### config.mk
export PLATFORM = sky130hd
export DESIGN_NAME = ddv_back_flat
export DESIGN_NICKNAME = d
export VERILOG_FILES = /design/src/design/ddv_pkg.sv /design/src/design/ddv_stream_if.sv /design/src/design/ddv_back.sv /design/src/flat_wrapper.sv
export SDC_FILE = /design/constraint.sdc
export NUM_CORES = 1
export LEC_CHECK = 0
export ABC_AREA = 1
export ABC_CLOCK_PERIOD_IN_PS = 1600
export BUFFER_PORTS_ARGS = -buffer_cell sky130_fd_sc_hd__buf_2
export CORE_AREA = 2 2 67 69
export CTS_CLUSTER_SIZE = 8
export DETAILED_ROUTE_END_ITERATION = 10
export DIE_AREA = 0 0 69 71
export GPL_ROUTABILITY_DRIVEN = 0
export PLACE_DENSITY = 0.58
export RECOVER_POWER = 25
export SETUP_SLACK_MARGIN = 0.5
export SKIP_LAST_GASP = 1
export SYNTH_ARGS = -nofsm -noshare
export SYNTH_HDL_FRONTEND = slang
export SYNTH_SLANG_ARGS = --single-unit
### constraint.sdc
create_clock -name clk -period 1.6 [get_ports clk]
set_clock_uncertainty 0.15 [all_clocks]
set_input_delay 0.08 -clock clk [delete_from_list [all_inputs] [get_ports clk]]
set_output_delay 0.08 -clock clk [all_outputs]
set_load 0.02 [all_outputs]
### src/design/ddv_pkg.sv
`default_nettype none

package ddv_pkg;

    // Result status codes
    typedef enum logic [1:0] {
        STATUS_OK    = 2'd0,
        STATUS_FULL  = 2'd1,
        STATUS_ORDER = 2'd2
    } status_t;

    // Configuration register indexes
    localparam logic REG_SIGNED_MODE = 1'b0;
    localparam logic REG_CAPACITY    = 1'b1;

    localparam int CFG_DATA_W    = 15;
    localparam logic [14:0] CAPACITY_RESET = 15'd16384;

    // Varint geometry
    localparam int MAX_CODE_BYTES = 10;
    localparam int NBYTES_W       = 4;

    // Front-to-back queue
    localparam int QUEUE_DEPTH = 4;
    localparam int QPTR_W      = 2;
    localparam int QCNT_W      = 3;

    typedef struct packed {
        logic [63:0] value;
        logic        restart;
    } in_item_t;

    typedef struct packed {
        logic [7:0]         code_byte;
        logic               last;
        status_t            status;
        logic               checkpoint;
        logic [13:0]        value_index;
        logic [14:0]        byte_total;
        logic signed [63:0] saved_delta;
    } out_item_t;

    typedef struct packed {
        logic        signed_mode;
        logic [14:0] capacity;
    } cfg_t;

    // One classified value waiting for serialization
    typedef struct packed {
        logic [63:0]         enc;
        logic [NBYTES_W-1:0] nbytes;
        status_t             status;
        logic                cp;
        logic [13:0]         idx;
        logic [14:0]         total;
        logic [63:0]         saved;
    } desc_t;

    // Zigzag map of a two's complement word
    function automatic logic [63:0] zigzag(input logic [63:0] x);
        return {x[62:0], 1'b0} ^ {64{x[63]}};
    endfunction

endpackage

`default_nettype wire

### src/design/ddv_stream_if.sv
`default_nettype none

interface ddv_stream_if #(
    parameter type payload_t = logic
);
    logic     valid;
    logic     ready;
    payload_t payload;

    modport source (output valid, output payload, input ready);
    modport sink   (input valid, input payload, output ready);
endinterface

`default_nettype wire

### src/design/ddv_back.sv
`default_nettype none

module ddv_back (
    input  wire logic           clk,
    input  wire logic           rst_n,
    input  wire ddv_pkg::desc_t head,
    input  wire logic           empty,
    output logic                pop,
    ddv_stream_if.source        codes
);

    logic [ddv_pkg::NBYTES_W-1:0] k_reg, k_next;
    logic                         out_valid_reg, out_valid_next;
    ddv_pkg::out_item_t           out_reg, out_next;

    logic        load;
    logic        fin;
    logic [69:0] enc_pad;
    logic [6:0]  grp;

    assign codes.valid   = out_valid_reg;
    assign codes.payload = out_reg;

    // Byte selection from the head request
    always_comb
    begin
        load    = !empty && (!out_valid_reg || codes.ready);
        fin     = (k_reg == head.nbytes - ddv_pkg::NBYTES_W'(1));
        enc_pad = {6'd0, head.enc};
        grp     = '0;
        for (int j = 0; j < ddv_pkg::MAX_CODE_BYTES; j++)
        begin
            if (k_reg == ddv_pkg::NBYTES_W'(j))
            begin
                grp = enc_pad[7 * j +: 7];
            end
        end
    end

    // Output register and byte counter
    always_comb
    begin
        out_next       = out_reg;
        out_valid_next = out_valid_reg;
        k_next         = k_reg;
        pop            = 1'b0;
        if (load)
        begin
            out_valid_next       = 1'b1;
            out_next.code_byte   = {!fin, grp};
            out_next.last        = fin;
            out_next.status      = head.status;
            out_next.checkpoint  = fin && head.cp;
            out_next.value_index = head.idx;
            out_next.byte_total  = head.total;
            out_next.saved_delta = head.saved;
            if (fin)
            begin
                pop    = 1'b1;
                k_next = '0;
            end
            else
            begin
                k_next = k_reg + 1'b1;
            end
        end
        else if (codes.ready)
        begin
            out_valid_next = 1'b0;
        end
    end

    always_ff @(posedge clk or negedge rst_n)
    begin
        if (!rst_n)
        begin
            out_valid_reg <= 1'b0;
            k_reg         <= '0;
        end
        else
        begin
            out_valid_reg <= out_valid_next;
            k_reg         <= k_next;
        end
    end

    always_ff @(posedge clk)
    begin
        out_reg <= out_next;
    end

endmodule

`default_nettype wire

### src/flat_wrapper.sv
// flat-port wrapper written by rule: the top's interface ports become plain ports
module ddv_back_flat 
  (clk, rst_n, head, empty, pop, codes_valid, codes_payload, codes_ready);
  ddv_stream_if codes_i ();
  input  wire logic clk;
  input  wire logic rst_n;
  input  wire ddv_pkg::desc_t head;
  input  wire logic empty;
  output logic pop;
  output wire logic [$bits(codes_i.valid)-1:0] codes_valid;
  output wire logic [$bits(codes_i.payload)-1:0] codes_payload;
  input wire logic [$bits(codes_i.ready)-1:0] codes_ready;
  assign codes_valid = codes_i.valid;
  assign codes_payload = codes_i.payload;
  assign codes_i.ready = codes_ready;
  ddv_back u_core (.clk(clk), .rst_n(rst_n), .head(head), .empty(empty), .pop(pop), .codes(codes_i));
endmodule
Word level (Yosys, flattened, before mapping)
Cells that the tools add are included.

cells by class
  add/subtract/negate cells = 2
  eq/ne operators = 1
  muxes and demuxes = 5
  reduce and logical (&&, ||, !) cells = 5

operator list
  kind                                                                number
  4-bit by 1-bit adder with 4-bit output, second input constant       1
  4-bit equality test                                                 1
  1-bit two-way mux                                                   4
  4-bit two-way mux                                                   1
  4-bit by 1-bit subtractor with 4-bit output, second input constant  1
  1-bit zero test                                                     2
  2-bit nonzero test                                                  1
  1-bit logical AND                                                   1
  1-bit logical OR                                                    1

storage, ports and cells
  register bits = 6
  output and inout port bits = 3

Depth between registers and ports, before layout
  depth in word-level cells = 4
  depth in mapped cells = 11

Worst setup path before layout
Ideal clock, no wire load.

  path type = flip-flop to flip-flop
  start point = reg u_core.out_valid_reg, in the netlist u_core.codes.valid
  end point = reg u_core.k_reg[2] (netlist name)
  setup time = 0.113 ns
  arrival = 1.015 ns
  setup slack = 0.322 ns
  stages on the path, launching flop included = 8
  path buffers = 0
  clock period less this slack = 1.278 ns
  path through = dfrtp_1 nand2_1 nand2_2 inv_1 nand2_1 xor2_1 nand2_1 inv_1

on the way
  longest elaborated chain between the ends = 3

ends and longest elaborated chain
  item                    RTL line        text
  start, declared         ddv_back.sv:13  logic out_valid_reg, out_valid_next;
  start signal, assigned  ddv_back.sv:82  out_valid_reg <= out_valid_next;
  1-bit zero test         ddv_back.sv:27  load = !empty && (!out_valid_reg || codes.ready);
  1-bit logical OR        ddv_back.sv:27
  1-bit logical AND       ddv_back.sv:27
  named net u_core.load   ddv_back.sv:16  logic load;
  end signal, assigned    ddv_back.sv:83  k_reg <= k_next;
  end, declared           ddv_back.sv:12  logic [ddv_pkg::NBYTES_W-1:0] k_reg, k_next;

The timed path passes the listed nets, and every way through them passes these cells.
A chain may end at the register's enable or synchronous reset.

Worst setup path in the final report
  start point = reg u_core.k_reg[1] (netlist name)
  end point = out pop

on the way
  longest elaborated chain between the ends = 3

ends and longest elaborated chain
  item                 RTL line           text
  4-bit equality test  ddv_back.sv:28     fin = (k_reg == head.nbytes - ddv_pkg::NBYTES_W'(1));
  1-bit two-way mux    ddv_back.sv:57     if (fin)
  1-bit two-way mux    ddv_back.sv:47     if (load)
  end, declared        flat_wrapper.sv:9  output logic pop;

No other way between the ends.

==> flow_summary.toml <==
[worst_setup_path]
crit_path_end_kind = "output pin"
crit_required_ps = 1370
cp_max_fo = 2
worstPathCellList = "xor2_1 -> nand2_2 -> nor2_4 -> nand3_2 -> inv_2 -> buf_6"
worst_ep_arrival_time_ps = 1210
critical_path_class = "reg2out"
slowest_delay_ps = 380
cp_slowest_cell = "dfrtp_1"
worst_setup_path_start_kind = "flip-flop"

[cells_and_area]
final_layout_size_suffix_gt1_frac = 0.373
syn_to_final_growth_pct = 66.8
instances_no_fill = 135
fin_area_um2 = 697
final_cell_mix = "nand2_1 (20), inv_1 (10), buf_2 (9)"
diodes = 0
nNetsFinal = 254
largest_register_ff_count = 4
final_common_cell = "nand2_1"

[sta]
final-max-slew-violation-count = 0
maxSlewHeadroom = 0.808
max_freq_ghz = 0.694
finalCriticalPeriod_ps = 1440
tns_ps = 0
timing.final.crit_share = 0.901
setup_violations = 0
hold_ws_ps = -14.2
hold_viol = 1
rsz0062_at_grt = "true"
worstMarginPinSlew_ps = 288

[route]
routed_wl_um = 929
drt_pass1_iterations = 2
wire_per_inst_um = 6.88
ant_nets = 0
drc = 0
vias = 406
initialDrtViolationCount = 5
viasPerCell = 3.01

[die]
die_w_um = 69
die_h_um = 71
start_util = 0.0994
pin_count = 171
rows = 24
core_um2 = 4200
die-area_um2 = 4900

[grt]
grt_max_degree = 7
grt_usage = 0.0418
globalRoute.totalOverflow = 0
grt_pass1_wl_um = 1600
grt_pass1_vias = 401
antenna_found_initial = 0

[power]
powerDensity_nw_per_um2 = 1220
leakagePower_nw = 0.368
total_power_uw = 851
ir_worst_vdd_v = 0.000379

[cts]
clk_pin_slew_ps = 40
numCtsBuffers = 3
clock_path_buffers = 2
cts_htree_levels = 1
cts.sinks = 6
cts-root-buf = "clkbuf_8"
worstSkewPairLatency_ps = 230
cts_tree = "done"

[place]
dpl.cell_count = 123
dpl_cell_area_um2 = 559
hpwl_um = 733
io_buffers = 11

[logic_synthesis]
synth-warning-count = 0
ys_ff_latch = 6
synth_area_um2 = 418
synth_cells = 60
seq_area_frac_synth = 0.371
ys_types = 12
synth_area_per_cell_um2 = 6.97
synth.net_count = 230

[run]
drv_cap = 0

[run_status]
status = "complete, but fails checks"
violations = "negative hold slack"

[worst_hold_path]
hp-class = "in2reg"
## power by group
group          internal, mW  switching, mW
combinational         0.174          0.182
sequential            0.207         0.0475
clock                 0.172         0.0690
total                 0.553          0.299
## cell families (layout without fill, tap and decap cells)
family	Yosys count	count (layout)	share of synthesized area
flops	6	6	0.371
xor+xnor	5	5	0.105
simple gates	33	33	0.338
buf+inv	14	37	0.126
fa+ha+maj	2	2	0.0599
## cell usage after synthesis
| cell | count | share of area |
|---|---|---|
| dfrtp_1 | 5 | 0.30 |
| edfxtp_1 | 1 | 0.072 |
| ha_1 | 2 | 0.060 |
| inv_1 | 14 | 0.13 |
| nand2_1 | 23 | 0.21 |
| nand2_2 | 2 | 0.030 |
| nand3_1 | 3 | 0.036 |
| nand3_2 | 1 | 0.024 |
| nor2_1 | 3 | 0.027 |
| nor2_2 | 1 | 0.015 |
| xnor2_1 | 1 | 0.021 |
| xor2_1 | 4 | 0.084 |
## final timing paths
| path | from | endpoint | slack, ps | cells past startpoint |
|---|---|---|---|---|
| setup / recovery | u_core.k_reg[1] | pop | 160 | 6 |
| min in group asynchronous | rst_n | u_core.k_reg[2] | 90 | 2 |
| max in group asynchronous | rst_n | u_core.codes.valid | 960 | 2 |
| hold / removal | codes_ready | u_core.codes.valid | -10 | 4 |
| hold reg to reg | u_core.codes.valid | u_core.codes.valid | 360 | 2 |
| setup reg to reg | u_core.k_reg[1] | u_core.k_reg[2] | 190 | 8 |
## timing repair
item | CTS | global route
gates cloned | 0 | 0
pin swaps | 2 | 3
setup endpoints to repair | 5 | 6
endpoints found under the hold margin | 7 | 0
hold buffers | 3 | 0
setup buffers | 3 | 2
gates resized for setup | 2 | 6
## layer usage
metal	vias to the layer above	track usage	wire, µm
li1	219	-	-
met5	-	0	0
met1	178	0.0425	368
met2	7	0.0716	500
met3	2	0.0171	46
met4	0	0.0261	14
## per-stage QoR
stage	utilization	hold WS (ps)	worst slack (ps)
5_1_grt	0.166	24.6	60.6
6_report	0.166	-14.2	158
4_1_cts	0.158	-13.7	126
2_1_floorplan	-	-366	410
3_5_place_dp	0.133	-245	243
3_3_place_gp	0.133	-246	230
## layout make-up
cell class	count	area [µm²]
well taps	52	65.1
flip-flops and latches	6	156
multi-input cells	40	240
inverters	14	55.1
repair buffers	19	135
fillers	499	3510
clock buffers	4	45.0
## critical path: cells and delay by family (launching register included)
kind	cells	cell delay, ps
DFF	1	380
buffers and inverters	2	160
xor gates and xnor gates	1	160
and+or+nand+nor	3	280
No activity file was read; power rests on OpenSTA's default activity.
