**config.mk**
```make
export PLATFORM = sky130hd
export DESIGN_NAME = ddv_queue
export DESIGN_NICKNAME = d
export VERILOG_FILES = /design/src/design/ddv_pkg.sv /design/src/design/ddv_queue.sv
export SDC_FILE = /design/constraint.sdc
export NUM_CORES = 1
export LEC_CHECK = 0
export BUFFER_PORTS_ARGS = -buffer_cell sky130_fd_sc_hd__buf_4
export CAP_MARGIN = 5
export CORE_ASPECT_RATIO = 0.9
export CORE_MARGIN = 10
export CORE_UTILIZATION = 57
export CTS_CLUSTER_SIZE = 16
export DETAILED_ROUTE_END_ITERATION = 8
export PLACE_DENSITY_LB_ADDON = 0.15
export SYNTH_ARGS = -nofsm -noshare
export SYNTH_HDL_FRONTEND = slang
export SYNTH_SLANG_ARGS = --single-unit
```
**constraint.sdc**
```tcl
create_clock -name clk -period 5.7 [get_ports clk]
set_clock_uncertainty 0.2 [all_clocks]
set_input_delay 1.425 -clock clk [delete_from_list [all_inputs] [get_ports clk]]
set_output_delay 1.425 -clock clk [all_outputs]
set_load 0.005 [all_outputs]
```
**src/design/ddv_pkg.sv**
```systemverilog
`default_nettype none

package ddv_pkg;

    // Result status codes
    typedef enum logic [1:0] {
        STATUS_OK    = 2'd0,
        STATUS_FULL  = 2'd1,
        STATUS_ORDER = 2'd2
    } status_t;

    // Configuration register indexes
    localparam logic REG_SIGNED_MODE = 1'b0;
    localparam logic REG_CAPACITY    = 1'b1;

    localparam int CFG_DATA_W    = 15;
    localparam logic [14:0] CAPACITY_RESET = 15'd16384;

    // Varint geometry
    localparam int MAX_CODE_BYTES = 10;
    localparam int NBYTES_W       = 4;

    // Front-to-back queue
    localparam int QUEUE_DEPTH = 4;
    localparam int QPTR_W      = 2;
    localparam int QCNT_W      = 3;

    typedef struct packed {
        logic [63:0] value;
        logic        restart;
    } in_item_t;

    typedef struct packed {
        logic [7:0]         code_byte;
        logic               last;
        status_t            status;
        logic               checkpoint;
        logic [13:0]        value_index;
        logic [14:0]        byte_total;
        logic signed [63:0] saved_delta;
    } out_item_t;

    typedef struct packed {
        logic        signed_mode;
        logic [14:0] capacity;
    } cfg_t;

    // One classified value waiting for serialization
    typedef struct packed {
        logic [63:0]         enc;
        logic [NBYTES_W-1:0] nbytes;
        status_t             status;
        logic                cp;
        logic [13:0]         idx;
        logic [14:0]         total;
        logic [63:0]         saved;
    } desc_t;

    // Zigzag map of a two's complement word
    function automatic logic [63:0] zigzag(input logic [63:0] x);
        return {x[62:0], 1'b0} ^ {64{x[63]}};
    endfunction

endpackage

`default_nettype wire

```
**src/design/ddv_queue.sv**
```systemverilog
`default_nettype none

module ddv_queue (
    input  wire logic          clk,
    input  wire logic          rst_n,
    input  wire logic          push,
    input  wire ddv_pkg::desc_t push_data,
    output logic               full,
    input  wire logic          pop,
    output ddv_pkg::desc_t     head,
    output logic               empty
);

    ddv_pkg::desc_t                   mem_reg [ddv_pkg::QUEUE_DEPTH];
    logic [ddv_pkg::QPTR_W-1:0]       wr_ptr_reg, wr_ptr_next;
    logic [ddv_pkg::QPTR_W-1:0]       rd_ptr_reg, rd_ptr_next;
    logic [ddv_pkg::QCNT_W-1:0]       count_reg, count_next;

    assign full  = (count_reg == ddv_pkg::QCNT_W'(ddv_pkg::QUEUE_DEPTH));
    assign empty = (count_reg == '0);
    assign head  = mem_reg[rd_ptr_reg];

    // Pointer and fill bookkeeping
    always_comb
    begin
        wr_ptr_next = wr_ptr_reg;
        rd_ptr_next = rd_ptr_reg;
        count_next  = count_reg;
        if (push)
        begin
            wr_ptr_next = wr_ptr_reg + 1'b1;
        end
        if (pop)
        begin
            rd_ptr_next = rd_ptr_reg + 1'b1;
        end
        if (push && !pop)
        begin
            count_next = count_reg + 1'b1;
        end
        else if (pop && !push)
        begin
            count_next = count_reg - 1'b1;
        end
    end

    always_ff @(posedge clk or negedge rst_n)
    begin
        if (!rst_n)
        begin
            wr_ptr_reg <= '0;
            rd_ptr_reg <= '0;
            count_reg  <= '0;
        end
        else
        begin
            wr_ptr_reg <= wr_ptr_next;
            rd_ptr_reg <= rd_ptr_next;
            count_reg  <= count_next;
        end
    end

    // Entry storage
    always_ff @(posedge clk)
    begin
        if (push)
        begin
            mem_reg[wr_ptr_reg] <= push_data;
        end
    end

endmodule

`default_nettype wire

```
Word-level counts from Yosys, hierarchy flattened
Memory sizes are Yosys's and may differ from the RTL's.
Cells that the tools add are included.
{ "totals": {"regBits": 7, "mem_bits_rw": 656, "input_bits": 168, "out_inout_bits": 166, "wordCells": 19, "memories": 1} }
{ "mem_list": {"columns": ["memory", "depth", "width", "read_ports", "rd_ports_with_merged_regs", "write_ports", "line_no", "source"], "rows": [
  ["mem_reg", 4, 164, 1, 0, 1, "ddv_queue.sv:14", "ddv_pkg::desc_t mem_reg [ddv_pkg::QUEUE_DEPTH];"]
]} }
{ "op_classes": {"addsub": 4, "eq_ne": 1, "n_mux": 4, "n_reduce_logical": 6} }
{ "ops": {"columns": ["cell", "count"], "rows": [
  ["two-way mux 3 bit", 2],
  ["adder 2 x 1 -> 2 bit, second input constant", 2],
  ["adder 3 x 1 -> 3 bit, second input constant", 1],
  ["== test 3 bit, second input constant", 1],
  ["zero test 3 bit", 1],
  ["subtractor 3 x 1 -> 3 bit, second input constant", 1],
  ["logical AND 1 bit", 2],
  ["zero test 1 bit", 2],
  ["two-way mux 1 bit", 2],
  ["nonzero test 2 bit", 1]
]} }

Logic depth before layout (Yosys ltp)
Gate-level depths: netlist (run 1).
{ "depth": {"word_depth": 4, "ltp_mapped": 7, "mapped_depth_nobuf": 7} }

Worst setup path after synthesis (run 1)
OpenSTA, ideal clock, no wires.
{ "synth_path": {"path_type": "input port to flip-flop", "start": "input push", "end": "memory mem_reg[1][0] (netlist name) (enable)", "setup_ns": 0.543, "t_arrival_ns": 5.160, "required_time_ns": 4.957, "path_slack_ns": -0.203, "stages": 1, "path_buffers": 0, "cell_sequence": "and2_1"} }
{ "synth_between": {"elab_chain_cells": 2} }
{ "synth_rtl": {"columns": ["item", "line_no", "source"], "rows": [
  ["start: declaration", "ddv_queue.sv:6", "input wire logic push,"],
  ["two-way mux 1 bit", "ddv_queue.sv:66", "if (push)"],
  ["two-way mux 1 bit (implied by the code)", "ddv_queue.sv:68", "mem_reg[wr_ptr_reg] <= push_data;"],
  ["end: declaration", "ddv_queue.sv:14", null]
]} }
No other way between the ends.

==> flow_summary.yaml, run 1 <==
run_status:
  outcome: "completed"
grt:
  use_met1_pct: 24.8
  grt_overflow: 0
  gr-usage-met3_pct: 5.89
  grt_util_met2_pct: 29.7
  track_usage_pct: 18.8
  grt_pass1_vias: 11324
  grt_pass1_wl_um: 72100
  antenna_found_initial: 5
  gr-max-usage-layer: "met2"
  grt_max_degree: 62
setup_path:
  start_kind: "register"
  required_ns: 4.07
  arrival_ns: 2.75
  path_class: "register to output port"
  crit_fanout: 38
  cp-end-kind: "output port"
die:
  die_h_um: 215
  num_rows: 71
  start_util_pct: 57.7
  ios: 334
  core_area_mm2: 0.0418
  die_area_mm2: 0.0509
  die_w_um: 237
clock_tree:
  cts_buffers: 61
  clock-sinks: 663
  cts_root_buffer: "clkbuf_16"
  post_cts_buffers: 0
  hold_buffers: 0
  htreeDepth: 2
  clockBufferDepth: 3
  clkLatencyLatePin_ns: 0.60
  cts_tree: "built"
  clk_pin_slew_ns: 0.06
  cts_resized: 0
placed_design:
  detailed_place_hpwl_um: 29600
  dp.cells: 1751
  portBuffers: 333
  gp_congestion: 0.729
power_and_ir_drop:
  p_total_mw: 15.1
  peakVddDrop_mv: 0.412
  leakage_nw: 9.98
  power.density_mw_per_mm2: 516
flow_run:
  cap_violations: 0
timing:
  tightest_slew_ns: 0.966
  setup_viol: 0
  period_share_pct: 76.8
  max_slew_margin_pct: 35.6
  rsz0062_at_grt: "false"
  setup_tns_ns: 0
  final-max-slew-violation-count: 0
  timing.final.crit_period_ns: 4.38
  fmax_ghz: 0.228
  hold_viol_final: 0
synth:
  ys_seq_area_share_pct: 82.5
  synth_top_family_by_area: "multiplexers"
  ys_warn_count: 0
  synth_top_area_share_pct: 81.8
  yosys.area.top_type: "edfxtp_1"
  synth-xor-area-share_pct: 0.218
  ys_ff_latch: 663
  synth_ff_type: "edfxtp_1"
  synth_compound_area_share_pct: 0.0208
  synthMuxAreaShare_pct: 15.4
  synth_edf_count: 656
  synthCells: 891
  synth-async-reset-ratio_pct: 1.06
  syn-cell-area_mm2: 0.0241
  synthSimpleGateAreaFrac_pct: 0.203
  avgSynthCellArea_um2: 27.0
  synth_area_leaders: "edfxtp_1 (82%), mux4_2 (15%), buf_6 (0.75%), dfrtp_1 (0.73%), buf_2 (0.37%)"
  synth-adder-area-share_pct: 0.343
  syn_nets: 1065
  ys_types: 19
route:
  wire_per_inst_um: 25.8
  drt_iter0_markers: 777
  dr.pass1.iters: 5
  viasPerCell: 5.69
  routed_wl_um: 48100
  ant_nets: 0
  drcViolationCount: 0
  vias: 10599
final_layout:
  area_growth_pct: 21.6
  fill_cells: 2456
  fin_util_pct: 70.1
  fin_nets: 1441
  drive_above_1_share_pct: 46.6
  final_cells: 1864
  largest_reg_flops: 656
worst_hold_path:
  hold_class: "register to register"
## synthesized netlist by cell type (2+ instances only)
cell type / count
edfxtp_1: 656
mux4_2: 164
buf_2: 18
buf_6: 16
dfrtp_1: 7
ha_1: 5
and2_1: 4
inv_1: 4
xor2_1: 4
clkbuf_1: 2
nand2_1: 2
xnor2_1: 2
## cell type report
class,instances,area [um2],area share [%]
Antenna cell,1,2.50,0.00855
Clock buffer,73,1610,5.51
Clock inverter,39,404,1.38
Inverter,4,15.0,0.0513
Multi-Input combinational cell,187,3900,13.3
Sequential cell,663,19900,67.9
Tap cell,547,684,2.34
Timing Repair Buffer,350,2780,9.49
## final timing paths
check                                           from                   endpoint  slack, ns  depth (start not counted)
min in group asynchronous                      rst_n  wr_ptr_reg[0]$_DFFE_PN0P_       0.42                          1
max                        rd_ptr_reg[0]$_DFFE_PN0P_                   head[49]       1.32                          3
max in group asynchronous                      rst_n  rd_ptr_reg[0]$_DFFE_PN0P_       4.73                          1
max reg2reg                wr_ptr_reg[1]$_DFFE_PN0P_   mem_reg[1][70]$_DFFE_PP_       3.26                          4
min reg2reg                 count_reg[2]$_DFFE_PN0P_   count_reg[2]$_DFFE_PN0P_       0.30                          1
min                         count_reg[2]$_DFFE_PN0P_   count_reg[2]$_DFFE_PN0P_       0.30                          1
## power by group
group	internal, mW	switching (mW)	leakage, nW
logic	2.34	1.98	2.89
registers	6.37	0.369	6.11
clock network	2.37	1.67	0.985
## per-layer routing
metal	up-vias	part of all wire [%]
met2	339	50
met5	-	0.12
li1	4617	-
met3	75	8.2
met1	5560	39
met4	8	2.3
## logic make-up after synthesis
family                   after synthesis
flip-flops                           663
multiplexers                         165
buffers and inverters                 41
AND/OR/NAND/NOR                        9
XOR/XNOR                               6
adder cells (fa/ha/maj)                6
AO/OA/AOI/OAI                          1
## stage by stage
| step | area (um2) | worst slack [ns] | hold WS (ns) |
|---|---|---|---|
| after floorplan | 24100 | 1.60 | 0.256 |
| after global placement | 27300 | 1.88 | 0.269 |
| after detailed placement | 27300 | 1.90 | 0.298 |
| after CTS | 29300 | 1.22 | 0.309 |
| after global routing | 29300 | 1.13 | 0.329 |
| final | 29300 | 1.32 | 0.304 |
## layout by cell type (no fill, tap or decap), types with 2 or more instances in the layout
| cell type | n |
|---|---|
| and2_4 | 4 |
| buf_12 | 12 |
| buf_4 | 338 |
| bufinv_16 | 8 |
| clkbuf_1 | 10 |
| clkbuf_16 | 63 |
| clkinv_1 | 10 |
| clkinv_2 | 14 |
| clkinvlp_4 | 4 |
| dfrtp_1 | 5 |
| dfrtp_4 | 2 |
| edfxtp_1 | 656 |
| ha_1 | 5 |
| inv_1 | 4 |
| inv_6 | 2 |
| mux4_2 | 164 |
| nand2_1 | 2 |
| xnor2_1 | 2 |
| xor2_1 | 4 |
## worst max-delay path: stages, from the launching register on
cell	delay (ns)
dfrtp_4	0.97
buf_12	0.36
mux4_2	0.60
buf_4	0.16
(Power assumes the default switching activity.)
==> inputs of run 2 (changes only) <==
Clock period 5.7 ns to 4.37 ns, I/O delays scaled along.
==> run 2 against run 1 <==
Utilization barely moved. Worst hold slack got worse by 0.21 ns. First-iteration DRC count rose by 4.4%. Largest power group unchanged. Clock power rose by 21%. Final cell count rose by 0.70%. Critical path depth did not move. Global-route usage fell by 0.23 points. Setup slack got worse by 0.84 ns. Flip-flop and latch count did not move. Combinational power rose by 35%.
==> flow_summary.yaml, run 2 (synthesis results as in run 1) <==
setup_path:
  cp-end-kind: "output port"
  crit_fanout: 29
  path_class: "register to output port"
  cp_slowest_stage_delay_ns: 0.87
  worst_path_max_delay_cell: "dfrtp_4"
  r2r_slack_ns: 2.17
  start_kind: "register"
  path_cells: "buf_12, mux4_2, buf_4"
  arrival_ns: 2.60
  required_ns: 3.08
power_and_ir_drop:
  peakVddDrop_mv: 0.440
  leakage_nw: 10.0
  power.density_mw_per_mm2: 664
grt:
  grt_pass1_vias: 11163
  antenna_found_initial: 6
  grt_max_degree: 96
  grt_overflow: 0
  track_usage_pct: 18.5
  grt_pass1_wl_um: 71300
final_layout:
  multiInputGateArea_mm2: 0.00390
  drive_above_1_share_pct: 46.3
  area_growth_pct: 21.7
  fill_cells: 2510
  largest_reg_flops: 656
  final_cells: 1877
  layout_common_cells: "edfxtp_1 (656), buf_4 (347), mux4_2 (164)"
  final_common_cell: "edfxtp_1"
  fin_area_mm2: 0.0293
  fin_nets: 1455
  seq_area_mm2: 0.0199
clock_tree:
  clkLatencyLatePin_ns: 0.60
  cts_resized: 0
  cts_tree: "built"
  clockBufferDepth: 3
  clock-sinks: 663
  cts_root_buffer: "clkbuf_16"
  hold_buffers: 0
  cts_buffers: 60
  post_cts_buffers: 0
  clk_pin_slew_ns: 0.06
  htreeDepth: 2
placed_design:
  gp_congestion: 0.709
  postPlaceCellArea_mm2: 0.0275
  dpl_worst_slack_ns: 1.06
  dp.cells: 1766
  detailed_place_hpwl_um: 30500
  portBuffers: 333
timing:
  rsz0062_at_grt: "false"
  setup_tns_ns: 0
  max_slew_margin_pct: 44.6
  tightest_slew_ns: 0.832
  final-max-slew-violation-count: 0
  timing.final.crit_period_ns: 3.89
  final.setup.worst_slack_ns: 0.482
  hold_viol_final: 0
  setup_viol: 0
  fmax_ghz: 0.257
  period_share_pct: 89.0
die:
  die_area_mm2: 0.0509
  die_w_um: 237
  start_util_pct: 57.7
  num_rows: 71
  ios: 334
  die_h_um: 215
  core_area_mm2: 0.0418
route:
  drt_iter0_markers: 811
  drcViolationCount: 0
  ant_nets: 0
  routed_wl_um: 47900
  vias: 10596
  viasPerCell: 5.65
  wire_per_inst_um: 25.5
  dr.pass1.iters: 5
worst_hold_path:
  hold_class: "primary input to async pin"
flow_run:
  cap_violations: 0
run_status:
  outcome: "completed"
run 2: path summary, 6_finish.rpt:
check / start / end / cells after the start
worst max register to register: wr_ptr_reg[0]$_DFFE_PN0P_ / mem_reg[2][42]$_DFFE_PP_ / 4
worst min register to register: count_reg[2]$_DFFE_PN0P_ / count_reg[2]$_DFFE_PN0P_ / 1
worst min-delay path: rst_n / count_reg[2]$_DFFE_PN0P_ / 1
max in group asynchronous: rst_n / rd_ptr_reg[1]$_DFFE_PN0P_ / 1
worst max-delay path: rd_ptr_reg[0]$_DFFE_PN0P_ / head[56] / 3
min in group clk: count_reg[2]$_DFFE_PN0P_ / count_reg[2]$_DFFE_PN0P_ / 1
run 2: cell type report:
class,instances,area share [%]
Antenna cell,3,0.0256
Clock buffer,75,5.39
Clock inverter,33,0.863
Inverter,4,0.0513
Multi-Input combinational cell,187,13.3
Sequential cell,663,67.9
Tap cell,547,2.34
Timing Repair Buffer,365,10.1
run 2: layer usage:
layer	part of all wire, %	up-vias	GRT usage [%]
met2	50	334	29.5
met4	2.2	8	5.75
met5	0.11	-	0
met1	40	5534	24.2
li1	-	4654	-
met3	8.2	66	6.01
run 2: through the flow:
step           total power [mW]  hold slack [ns]  util (%)
2_1_floorplan              11.9            0.256         -
3_3_place_gp               14.8            0.269      65.7
3_5_place_dp               14.9            0.278      65.7
4_1_cts                    19.8           0.0594      70.1
5_1_grt                    20.4           0.0697      70.1
6_report                   19.5           0.0942      70.1
run 2: worst max-delay path: cells and delay by family (launching register included):
| kind | cells | cell delay (ns) |
|---|---|---|
| flops | 1 | 0.87 |
| mux | 1 | 0.59 |
| buf+inv | 2 | 0.49 |
run 2: power breakdown:
part	switching (mW)	internal, mW	total, mW
registers	0.418	8.30	8.72
clock network	2.13	2.78	4.90
logic	2.66	3.17	5.83
total	5.21	14.2	19.5
